**config.mk**
```make
export PLATFORM = sky130hd
export DESIGN_NAME = linear_probe_key_value_table
export DESIGN_NICKNAME = d
export VERILOG_FILES = /design/src/design/lpkv_pkg.sv /design/src/design/lpkv_ram.sv /design/src/design/lpkv_hash.sv /design/src/design/linear_probe_key_value_table.sv
export SDC_FILE = /design/constraint.sdc
export NUM_CORES = 2
export LEC_CHECK = 0
export BUFFER_PORTS_ARGS = -buffer_cell sky130_fd_sc_hd__buf_2
export CORE_MARGIN = 2
export CORE_UTILIZATION = 65
export CTS_CLUSTER_DIAMETER = 150
export DETAILED_ROUTE_END_ITERATION = 8
export PLACE_DENSITY = 0.8
export SETUP_SLACK_MARGIN = 0.2
export SLEW_MARGIN = 30
export SYNTH_ARGS = -nofsm -noshare
export SYNTH_HDL_FRONTEND = slang
export SYNTH_SLANG_ARGS = --single-unit
```
**constraint.sdc**
```tcl
create_clock -name aclk -period 15.9 [get_ports aclk]
set_clock_uncertainty 0.15 [all_clocks]
set_input_delay 3.18 -clock aclk [delete_from_list [all_inputs] [get_ports aclk]]
set_output_delay 3.18 -clock aclk [all_outputs]
set_load 0.05 [all_outputs]
```
**src/design/lpkv_pkg.sv**
```systemverilog
`timescale 1ns / 1ps
`default_nettype none
// ----------------------------------------------------------------------------
// lpkv_pkg - shared types and constants for the key/value table
// Command and status codes, stream word widths and parameter defaults.
// ----------------------------------------------------------------------------
package lpkv_pkg;

    // parameter defaults
    localparam int TABLE_SLOTS_DEF = 32;
    localparam int KEY_BYTES_DEF   = 8;
    localparam int VALUE_BITS_DEF  = 40;

    // field widths of the stream words
    localparam int CMD_W       = 2;
    localparam int KEY_FIELD_W = 64;
    localparam int VAL_FIELD_W = 40;
    localparam int STATUS_W    = 2;

    // input word: cmd, name_key, value_in -> 106 bits, padded to 14 bytes
    localparam int IN_TDATA_W  = 112;
    // output word: status, value_out -> 42 bits, padded to 6 bytes
    localparam int OUT_TDATA_W = 48;

    typedef enum logic [CMD_W-1:0] {
        CMD_ADD    = 2'd0,
        CMD_DELETE = 2'd1,
        CMD_FIND   = 2'd2,
        CMD_UPDATE = 2'd3
    } cmd_t;

    typedef enum logic [STATUS_W-1:0] {
        ST_OK        = 2'd0,
        ST_NOT_FOUND = 2'd1,
        ST_FULL      = 2'd2
    } status_t;

endpackage
`default_nettype wire

```
**src/design/lpkv_ram.sv**
```systemverilog
`timescale 1ns / 1ps
`default_nettype none
// ----------------------------------------------------------------------------
// lpkv_ram - generic simple dual-port RAM
// One write port, one read port with registered read data.
// ----------------------------------------------------------------------------
module lpkv_ram #(
    parameter  int WIDTH = 8,
    parameter  int DEPTH = 32,
    localparam int AW    = (DEPTH > 1) ? $clog2(DEPTH) : 1
) (
    input  wire logic             aclk,
    input  wire logic             we,
    input  wire logic [AW-1:0]    waddr,
    input  wire logic [WIDTH-1:0] wdata,
    input  wire logic [AW-1:0]    raddr,
    output logic      [WIDTH-1:0] rdata
);

    logic [WIDTH-1:0] mem [DEPTH];

    always_ff @(posedge aclk) begin
        if (we) begin
            mem[waddr] <= wdata;
        end
        rdata <= mem[raddr];
    end

endmodule
`default_nettype wire

```
**src/design/lpkv_hash.sv**
```systemverilog
`timescale 1ns / 1ps
`default_nettype none
// ----------------------------------------------------------------------------
// lpkv_hash - home slot unit
// Adds the key bytes when a command is taken, then reduces the sum modulo the
// table size with a reciprocal multiply and a multiply-subtract, one step per
// cycle.
// ----------------------------------------------------------------------------
module lpkv_hash #(
    parameter  int TABLE_SLOTS = 32,
    parameter  int KEY_BYTES   = 8,
    localparam int IDX_W       = $clog2(TABLE_SLOTS),
    localparam int KEY_W       = 8 * KEY_BYTES
) (
    input  wire logic             aclk,
    input  wire logic             aresetn,
    input  wire logic             start,
    input  wire logic [KEY_W-1:0] key,
    output logic                  done,
    output logic      [IDX_W-1:0] home
);

    localparam int SUM_W     = $clog2(KEY_BYTES * 255 + 1);
    // quotient = (sum * RECIP) >> SHIFT is exact for every sum below 2^SUM_W
    localparam int SHIFT     = SUM_W + IDX_W;
    localparam int RECIP_W   = SUM_W + 2;
    localparam int PROD_W    = SUM_W + SHIFT;
    localparam int DIFF_W    = SUM_W + IDX_W + 1;
    localparam int RECIP_VAL = ((1 << SHIFT) + TABLE_SLOTS - 1) / TABLE_SLOTS;
    localparam logic [RECIP_W-1:0] RECIP   = RECIP_W'(RECIP_VAL);
    localparam logic [DIFF_W-1:0]  MODULUS = DIFF_W'(TABLE_SLOTS);

    typedef enum logic [1:0] {
        H_QUOT,
        H_REM,
        H_DONE
    } hstep_t;

    logic [SUM_W-1:0]  byte_sum;
    logic [SUM_W-1:0]  sum_reg;
    logic [SUM_W-1:0]  quot_reg;
    logic [IDX_W-1:0]  rem_reg;
    logic              busy_reg;
    hstep_t            step_reg;
    logic [PROD_W-1:0] prod;
    logic [SUM_W-1:0]  quot;
    logic [DIFF_W-1:0] back;
    logic [DIFF_W-1:0] diff;

    // byte sum of the key
    always_comb begin
        byte_sum = '0;
        for (int b = 0; b < KEY_BYTES; b++) begin
            byte_sum = byte_sum + SUM_W'(key[8*b +: 8]);
        end
    end

    // quotient by reciprocal multiply, remainder by multiply-subtract
    assign prod = PROD_W'(sum_reg) * PROD_W'(RECIP);
    assign quot = prod[SHIFT +: SUM_W];
    assign back = DIFF_W'(quot_reg) * MODULUS;
    assign diff = DIFF_W'(sum_reg) - back;

    assign done = busy_reg && (step_reg == H_DONE);
    assign home = rem_reg;

    always_ff @(posedge aclk) begin
        if (!aresetn) begin
            busy_reg <= 1'b0;
            step_reg <= H_QUOT;
        end else if (start) begin
            busy_reg <= 1'b1;
            step_reg <= H_QUOT;
            sum_reg  <= byte_sum;
        end else if (busy_reg) begin
            case (step_reg)
                H_QUOT: begin
                    quot_reg <= quot;
                    step_reg <= H_REM;
                end
                H_REM: begin
                    rem_reg  <= diff[IDX_W-1:0];
                    step_reg <= H_DONE;
                end
                default: begin
                    busy_reg <= 1'b0;
                end
            endcase
        end
    end

endmodule
`default_nettype wire

```
**src/design/linear_probe_key_value_table.sv**
```systemverilog
`timescale 1ns / 1ps
`default_nettype none
// ----------------------------------------------------------------------------
// linear_probe_key_value_table - open-addressed key/value table
// Add, delete, find and update on 64-bit name keys with linear probing.
// ----------------------------------------------------------------------------
// Usage:
//   Commands arrive on the s_ stream, one word each; every command gives one
//   result word on the m_ stream (status plus value for a find).
//   The home slot is the byte sum of the key modulo TABLE_SLOTS, worked out
//   in steps (byte sum, reciprocal multiply, multiply-subtract). The
//   probe loop then reads one slot per cycle from the slot RAM.
//   A command with a nonzero key probes from 1 to TABLE_SLOTS slots before
//   its result is loaded into the output register. A zero key skips the
//   hash and the probe loop and answers not found.
//   One command is worked on at a time; s_tready is high only when idle, so
//   the next command is taken only once the result of the last is loaded.
//   The result sits in an output register, so the next command is taken
//   while an earlier result still waits for m_tready. A stalled receiver
//   holds the block only once a second result is ready to go out.
//   After reset the table is cleared one slot a cycle, with s_tready low.
// ----------------------------------------------------------------------------
module linear_probe_key_value_table #(
    parameter int TABLE_SLOTS = lpkv_pkg::TABLE_SLOTS_DEF,
    parameter int KEY_BYTES   = lpkv_pkg::KEY_BYTES_DEF,
    parameter int VALUE_BITS  = lpkv_pkg::VALUE_BITS_DEF
) (
    input  wire logic                           aclk,
    input  wire logic                           aresetn,
    // s_tdata: [1:0] cmd, [65:2] name_key, [105:66] value_in, [111:106] zero
    input  wire logic                           s_tvalid,
    output logic                                s_tready,
    input  wire logic [lpkv_pkg::IN_TDATA_W-1:0]  s_tdata,
    // m_tdata: [1:0] status, [41:2] value_out, [47:42] zero
    output logic                                m_tvalid,
    input  wire logic                           m_tready,
    output logic      [lpkv_pkg::OUT_TDATA_W-1:0] m_tdata
);

    import lpkv_pkg::*;

    localparam int IDX_W   = $clog2(TABLE_SLOTS);
    localparam int KEY_W   = 8 * KEY_BYTES;
    localparam int SLOT_W  = KEY_W + VALUE_BITS;
    localparam logic [IDX_W-1:0] LAST_IDX = IDX_W'(TABLE_SLOTS - 1);

    typedef enum logic [2:0] {
        S_CLEAR,
        S_IDLE,
        S_HASH,
        S_ISSUE,
        S_CHECK,
        S_DONE
    } state_t;

    state_t                 state_reg, state_next;
    logic [IDX_W-1:0]       idx_reg, idx_next;
    logic [IDX_W-1:0]       cnt_reg, cnt_next;
    cmd_t                   cmd_reg, cmd_next;
    logic [KEY_W-1:0]       key_reg, key_next;
    logic [VALUE_BITS-1:0]  val_reg, val_next;
    status_t                status_reg, status_next;
    logic [VAL_FIELD_W-1:0] vout_reg, vout_next;
    logic                   m_tvalid_reg, m_tvalid_next;
    logic [OUT_TDATA_W-1:0] m_tdata_reg, m_tdata_next;

    // input word fields
    cmd_t                   in_cmd;
    logic [KEY_FIELD_W-1:0] in_key_full;
    logic [KEY_W-1:0]       in_key;
    logic [63:0]            in_val_ext;

    // slot RAM port signals
    logic                   ram_we;
    logic [IDX_W-1:0]       ram_waddr;
    logic [SLOT_W-1:0]      ram_wdata;
    logic [IDX_W-1:0]       ram_raddr;
    logic [SLOT_W-1:0]      ram_rdata;
    logic [KEY_W-1:0]       rd_key;
    logic [VALUE_BITS-1:0]  rd_val;
    logic [63:0]            rd_val_ext;
    logic                   slot_busy;
    logic                   lap_last;
    logic [IDX_W-1:0]       idx_inc;

    logic                   hash_start;
    logic                   hash_done;
    logic [IDX_W-1:0]       hash_home;

    assign in_cmd      = cmd_t'(s_tdata[CMD_W-1:0]);
    assign in_key_full = s_tdata[CMD_W +: KEY_FIELD_W];
    assign in_key      = in_key_full[KEY_W-1:0];
    assign in_val_ext  = 64'(s_tdata[CMD_W + KEY_FIELD_W +: VAL_FIELD_W]);

    assign rd_key     = ram_rdata[KEY_W-1:0];
    assign rd_val     = ram_rdata[KEY_W +: VALUE_BITS];
    assign rd_val_ext = 64'(rd_val);
    assign slot_busy  = (rd_key != '0) && (rd_val != '0);
    assign lap_last   = (cnt_reg == LAST_IDX);
    assign idx_inc    = (idx_reg == LAST_IDX) ? '0 : idx_reg + 1'b1;

    assign s_tready   = (state_reg == S_IDLE);
    assign hash_start = s_tvalid && s_tready;
    assign m_tvalid   = m_tvalid_reg;
    assign m_tdata    = m_tdata_reg;

    lpkv_hash #(
        .TABLE_SLOTS(TABLE_SLOTS),
        .KEY_BYTES  (KEY_BYTES)
    ) u_hash (
        .aclk   (aclk),
        .aresetn(aresetn),
        .start  (hash_start),
        .key    (in_key),
        .done   (hash_done),
        .home   (hash_home)
    );

    lpkv_ram #(
        .WIDTH(SLOT_W),
        .DEPTH(TABLE_SLOTS)
    ) u_slots (
        .aclk (aclk),
        .we   (ram_we),
        .waddr(ram_waddr),
        .wdata(ram_wdata),
        .raddr(ram_raddr),
        .rdata(ram_rdata)
    );

    // sequencer: clear, hash, probe loop, result
    always_comb begin
        state_next    = state_reg;
        idx_next      = idx_reg;
        cnt_next      = cnt_reg;
        cmd_next      = cmd_reg;
        key_next      = key_reg;
        val_next      = val_reg;
        status_next   = status_reg;
        vout_next     = vout_reg;
        m_tvalid_next = m_tvalid_reg;
        m_tdata_next  = m_tdata_reg;
        ram_we        = 1'b0;
        ram_waddr     = idx_reg;
        ram_wdata     = '0;
        ram_raddr     = idx_reg;

        // output word taken
        if (m_tvalid_reg && m_tready) begin
            m_tvalid_next = 1'b0;
        end

        case (state_reg)
            S_CLEAR: begin
                ram_we = 1'b1;
                if (idx_reg == LAST_IDX) begin
                    idx_next   = '0;
                    state_next = S_IDLE;
                end else begin
                    idx_next = idx_inc;
                end
            end
            S_IDLE: begin
                if (s_tvalid) begin
                    cmd_next  = in_cmd;
                    key_next  = in_key;
                    val_next  = in_val_ext[VALUE_BITS-1:0];
                    cnt_next  = '0;
                    vout_next = '0;
                    if (in_key == '0) begin
                        status_next = ST_NOT_FOUND;
                        state_next  = S_DONE;
                    end else begin
                        state_next = S_HASH;
                    end
                end
            end
            S_HASH: begin
                if (hash_done) begin
                    idx_next   = hash_home;
                    state_next = S_ISSUE;
                end
            end
            S_ISSUE: begin
                state_next = S_CHECK;
            end
            S_CHECK: begin
                // read of the following slot is issued speculatively
                ram_raddr = idx_inc;
                if (cmd_reg == CMD_ADD) begin
                    if (!slot_busy) begin
                        ram_we      = 1'b1;
                        ram_wdata   = {val_reg, key_reg};
                        status_next = ST_OK;
                        state_next  = S_DONE;
                    end else if (lap_last) begin
                        status_next = ST_FULL;
                        state_next  = S_DONE;
                    end else begin
                        idx_next = idx_inc;
                        cnt_next = cnt_reg + 1'b1;
                    end
                end else if (rd_key == key_reg) begin
                    status_next = ST_OK;
                    state_next  = S_DONE;
                    case (cmd_reg)
                        CMD_DELETE: begin
                            ram_we    = 1'b1;
                            ram_wdata = '0;
                        end
                        CMD_UPDATE: begin
                            ram_we    = 1'b1;
                            ram_wdata = {val_reg, key_reg};
                        end
                        CMD_FIND: begin
                            vout_next = rd_val_ext[VAL_FIELD_W-1:0];
                        end
                        default: begin
                            vout_next = '0;
                        end
                    endcase
                end else if (!slot_busy || lap_last) begin
                    status_next = ST_NOT_FOUND;
                    state_next  = S_DONE;
                end else begin
                    idx_next = idx_inc;
                    cnt_next = cnt_reg + 1'b1;
                end
            end
            S_DONE: begin
                // load the output register once it is free
                if (!m_tvalid_reg || m_tready) begin
                    m_tvalid_next = 1'b1;
                    m_tdata_next  = OUT_TDATA_W'({vout_reg, status_reg});
                    state_next    = S_IDLE;
                end
            end
            default: begin
                state_next = S_IDLE;
            end
        endcase
    end

    always_ff @(posedge aclk) begin
        if (!aresetn) begin
            state_reg    <= S_CLEAR;
            idx_reg      <= '0;
            cnt_reg      <= '0;
            m_tvalid_reg <= 1'b0;
        end else begin
            state_reg    <= state_next;
            idx_reg      <= idx_next;
            cnt_reg      <= cnt_next;
            m_tvalid_reg <= m_tvalid_next;
        end
        cmd_reg     <= cmd_next;
        key_reg     <= key_next;
        val_reg     <= val_next;
        status_reg  <= status_next;
        vout_reg    <= vout_next;
        m_tdata_reg <= m_tdata_next;
    end

endmodule
`default_nettype wire

```
; After elaboration in Yosys (flattened, before gate mapping)
; Memory sizes are Yosys's and may differ from the RTL's. A register that Yosys moved wholly into a read port is not among the register bits.
; Cells that the tools add are included.
[word_totals]
input_bits = 116
memories = 1
mem_bits_rw = 3328
output_inout_bits = 50
reg_bits = 217
elab_cells = 144
[mem_list]
columns = name, depth, word_bits, rd, rd_clocked_by_memory_dff, write_ports, line
row1 = u_slots.mem, 32, 104, 1, 1, 1, lpkv_ram.sv:20  ; logic [WIDTH-1:0] mem [DEPTH];
[classes]
n_bitwise = 2
muxes = 60
n_eq_ne = 27
reduce_logical = 30
add_sub_neg = 10
[op_table]
columns = operator, n
row1 = $mux 104, 5
row2 = $pmux 40 s2, 2
row3 = $mux 40, 3
row4 = $mux 5, 15
row5 = $eq 64x64->1, 1
row6 = $logic_not 64->1, 1
row7 = $reduce_bool 64->1, 1
row8 = $reduce_bool 40->1, 1
row9 = $add 5x5->5, 7
row10 = $mux 3, 10
row11 = $pmux 3 s6, 1
row12 = $reduce_and 6->1, 3
row13 = $pmux 5 s3, 1
row14 = $mux 2, 7
row15 = $ne 2x2->1 const B, 7
row16 = $mux 1, 12
row17 = $ne 3x3->1 const B, 4
row18 = $add 5x1->5 const B, 2
row19 = $eq 5x5->1 const B, 2
row20 = $pmux 5 s2, 1
row21 = $reduce_and 5->1, 2
row22 = $ne 4x4->1 const B, 2
row23 = $pmux 2 s2, 2
row24 = $reduce_and 2->1, 4
row25 = other kinds (18), 33

; Longest topological paths before layout
[depth]
ltp_word = 8
depth_mapped = 15
ltp_nobuf = 13

; Hierarchy
; From an unflattened synthesis, not the netlist that was laid out.
[hier_totals]
cells_unflattened = 6775
hier_area_um2 = 138509.1
[modules_own_cells]
columns = mod, cells_each, area_per_inst_um2, instances, seq_area_each_um2
row1 = lpkv_ram, 6040, 128429.4, 1, 102017.8
row2 = linear_probe_key_value_table, 642, 8927.3, 1, 5985.7
row3 = lpkv_hash, 93, 1152.4, 1, 360.3

; Least setup slack after synthesis
; OpenSTA, ideal clock, no wires.
[synth_timing]
kind = input to register
from = in s_tvalid
to = reg vout_reg[0], enable pin
required_ns = 15.313
stages = 4
path_buffers = 0
arrival_time_ns = 7.331
setup_ns = 0.437
setup_slack_ns = 7.981
cell_sequence = nand2_1 > inv_1 > nor2_1 > nor2_1
[synth_via]
elab_chain_cells = 2
[synth_rtl]
columns = element, line
row1 = "start, declared", linear_probe_key_value_table.sv:31  ; input wire logic s_tvalid,
row2 = $ne 2x2->1 (no line), --
row3 = $reduce_and 5->1 (no line), --
row4 = "end signal, assigned", linear_probe_key_value_table.sv:260  ; vout_reg <= vout_next;
row5 = "end, declared", linear_probe_key_value_table.sv:63  ; logic [VAL_FIELD_W-1:0] vout_reg, vout_next;
; No other way between the ends.
; A chain may end at the register's enable or synchronous reset.

; Final worst setup path
[layout_timing]
from = reg idx_reg[1]
to = reg u_slots.rdata[33], read port of u_slots.mem
[layout_via]
elab_chain_cells = 3
word_cells_on_any_way = 4
classes_between = 1 x add/sub / 1 x eq/ne / 2 x mux
[layout_rtl]
columns = element, line
row1 = "start, declared", linear_probe_key_value_table.sv:57  ; logic [IDX_W-1:0] idx_reg, idx_next;
row2 = "start signal, assigned", linear_probe_key_value_table.sv:252  ; idx_reg <= idx_next;
row3 = $add 5x1->5 / $eq 5x5->1 (equally long branches), linear_probe_key_value_table.sv:100  ; assign idx_inc = (idx_reg == LAST_IDX) ? '0 : idx_reg + 1'b1;
row4 = $mux 5, linear_probe_key_value_table.sv:100
row5 = $mux 5 *, linear_probe_key_value_table.sv:153  ; case (state_reg)
row6 = "end, declared", lpkv_ram.sv:17  ; output logic [WIDTH-1:0] rdata
; Mark *: on every way between the ends. The rest lies on a longest branch, timed or not.

==> summary.txt <==
run status: complete, no violations
clock root buffer: sky130_fd_sc_hd__clkbuf_16
maximum operating frequency: 135 MHz
DRC errors left: 0
Post-Layout Cell Count: 12779
fraction of the yosys area taken by sequential cells: 76.6%
YS warnings: 0
source-to-sink clock delay at the later pin of the worst-skew pair: 1.00 ns
share of the cycle needed by the critical path after routing: 46.6%
remaining max-slew budget at the tightest pin: 26.2%
hold buffer count at cts: 0
maxcap violations: 0
Crit Path Max Fanout: 139
CTS resizes: 0
level count of the clock H-tree: 5
total I/O pin count: 166
Main synth FF type: sky130_fd_sc_hd__edfxtp_1
unique cell type count in the Yosys netlist: 67
placed wire-length estimate: 209000 um
layout-stage area growth over the synthesis result: 11.3%
count of input and output buffers: 153
xor and xnor area share after synthesis: 0.508%
area of the core region: 217000 um2
Largest register FFs: 3328
data required time at the worst endpoint: 16.63 ns
Total Die Area: 221000 um2
area fraction in and, or, nand and nor cells after synthesis: 11.5%
global-route total usage across every layer: 36.3%
fraction of the mapped netlist area in compound gates: 4.32%
final setup violation count: 0
Worst Setup Slack post-DPL: 8.61 ns
synth top area cells: sky130_fd_sc_hd__edfxtp_1, sky130_fd_sc_hd__nand2_1, sky130_fd_sc_hd__nand3_1
Mapped Cells: 9493
slew of the pin with the lowest slew margin: 1.11 ns
area share of fa/ha/maj cells after synthesis: 0.394%
number of register bits inferred by synthesis: 3649
initial cell density of the core: 65.3%
power per unit of standard cell area: 138 nW/um2
RSZ-0062 raised after global routing: false
worst vdd rail ir drop: 0.150 mV
CP arrival: 8.14 ns
proportion of layout cells with a drive suffix above 1: 12.1%
worst setup path class: flop to flop
maximum number of pins on one net before global-route repair: 170
cell taking the most area after synthesis: sky130_fd_sc_hd__edfxtp_1
cell area after synthesis: 141000 um2
clock edge transition at the registers on the reported setup and hold paths: 0.07 ns
startpoint type of the worst setup path: flop
Mapped Avg Cell Area: 14.9 um2
reported leakage power: 50.7 nW
mux cell area share after synthesis: 4.76%
wirelength, routed: 406000 um
layout net count: 9783
dominant combinational cell family by area after synthesis: simple AND/OR/NAND/NOR gates
post-route minimum period: 7.41 ns
ANT nets after route: 0
die boundary height: 471 um
worst min path class: flop to flop
clock sink count: 3649
final hold violations: 0
post-CTS setup buffers: 0
number of iterations in the first detailed-routing pass: 9
total number of placement rows: 171
final total power: 21.7 mW
final worst hold slack: 0.249 ns
setup TNS after final layout: 0 ns
CTS max path bufs: 4
via density per instance: 6.97
area share of the leading cell type in the synthesized netlist: 74.9%
floorplan die width: 471 um
vias in the first global route: 86531
post-detailed-route wirelength per cell: 31.8 um
placed cells: 12118
worst-case setup margin in the final layout: 8.49 ns
GR Overflow Total: 0
placer's final routability congestion estimate: 0.934
Slew Viols, Final: 0
clock tree from TritonCTS: yes
number of enable flip-flop cells after synthesis: 3528
async set-or-reset flop fraction in the synthesized netlist: 0%
nature of the critical path endpoint: flop
wire length of the first global-routing pass: 579000 um
via count: 89083
antenna violations before repair: 26
initial detailed-routing violation count: 17379
cts bufs inserted: 361
layer usage:
layer / vias to the layer above / global-route usage [%] / routed length [um]
li1: 35926 / - / -
met5: - / 0 / 108
met1: 43566 / 48.2 / 134000
met4: 18 / 20.0 / 24300
met2: 8109 / 55.5 / 188000
met3: 1464 / 9.20 / 60100
kinds of logic after synthesis:
kind of cell,Yosys count
xor+xnor,82
buf+inv,634
other cells,1
simple gates,3734
flops,3649
mux,445
fa+ha+maj,32
compound gates,916
final timing paths:
path	startpoint	end	slack [ns]	cells after the start
setup reg to reg	idx_reg[1]	u_slots.rdata[33]	8.49	13
setup / recovery	idx_reg[1]	u_slots.rdata[33]	8.49	13
hold / removal	vout_reg[12]	m_tdata[14]	0.25	0
hold reg to reg	vout_reg[12]	m_tdata[14]	0.25	0
synthesized netlist by cell type, drive strengths merged (36+ instances only):
cell / number
a21oi: 344
a221oi: 64
a22oi: 41
a311oi: 99
a31oi: 59
a32oi: 36
and2: 146
and3: 89
buf: 275
clkbuf: 302
dfxtp: 121
edfxtp: 3528
inv: 56
mux2i: 260
mux4: 182
nand2: 2258
nand3: 960
nor2: 140
nor4: 61
o21ai: 47
o22ai: 83
xor2: 67
per-stage QoR:
stage / util (%) / area, um2
after floorplan: - / 141000
after global placement: 67.0 / 145000
after detailed placement: 67.2 / 146000
after CTS: 72.5 / 157000
after global routing: 72.6 / 157000
final: 72.6 / 157000
worst max-delay path: stages, from the launching register on:
cell and delay (ns):
sky130_fd_sc_hd__dfxtp_1 0.32, sky130_fd_sc_hd__buf_4 0.33, sky130_fd_sc_hd__inv_1 0.14, sky130_fd_sc_hd__ha_1 0.31, sky130_fd_sc_hd__and4bb_2 0.64, sky130_fd_sc_hd__a21o_4 0.70, sky130_fd_sc_hd__buf_12 0.52, sky130_fd_sc_hd__buf_4 0.81
sky130_fd_sc_hd__buf_4 0.83, sky130_fd_sc_hd__buf_4 0.82, sky130_fd_sc_hd__mux2i_1 0.20, sky130_fd_sc_hd__mux4_2 0.50, sky130_fd_sc_hd__a32oi_1 0.41, sky130_fd_sc_hd__o31a_1 0.41
layout by cell type (no fill, tap or decap), types with 59 or more instances in the layout:
master	n
sky130_fd_sc_hd__clkbuf_16	368
sky130_fd_sc_hd__buf_4	148
sky130_fd_sc_hd__mux2i_1	259
sky130_fd_sc_hd__a21oi_1	341
sky130_fd_sc_hd__clkinv_2	65
sky130_fd_sc_hd__buf_2	153
sky130_fd_sc_hd__and2_2	86
sky130_fd_sc_hd__nor4_1	59
sky130_fd_sc_hd__nand3_1	960
sky130_fd_sc_hd__nand2_1	2253
sky130_fd_sc_hd__a221oi_1	64
sky130_fd_sc_hd__edfxtp_1	3528
sky130_fd_sc_hd__o22ai_1	83
sky130_fd_sc_hd__a311oi_1	99
sky130_fd_sc_hd__a31oi_1	59
sky130_fd_sc_hd__nor2_1	101
sky130_fd_sc_hd__dfxtp_1	121
sky130_fd_sc_hd__and2_1	60
sky130_fd_sc_hd__and3_1	89
sky130_fd_sc_hd__clkbuf_1	75
sky130_fd_sc_hd__xor2_1	67
sky130_fd_sc_hd__clkinv_1	60
sky130_fd_sc_hd__mux4_2	182
power by group:
part / switching, mW / leakage (nW) / internal, mW
sequential: 0.214 / 27.9 / 10.7
clock: 3.55 / 5.65 / 4.84
combinational: 1.64 / 17.1 / 0.736
cell type report:
| cell class | instances | area (um2) |
|---|---|---|
| multi-input combinational | 5215 | 30900 |
| antenna | 11 | 27.5 |
| sequential | 3649 | 108000 |
| fill | 12275 | 59300 |
| timing repair buffer | 351 | 2780 |
| tap | 2854 | 3570 |
| clock buffer | 469 | 9850 |
| inverter | 57 | 219 |
| clock inverter | 173 | 1640 |
Power figures use the tool's default switching activity.
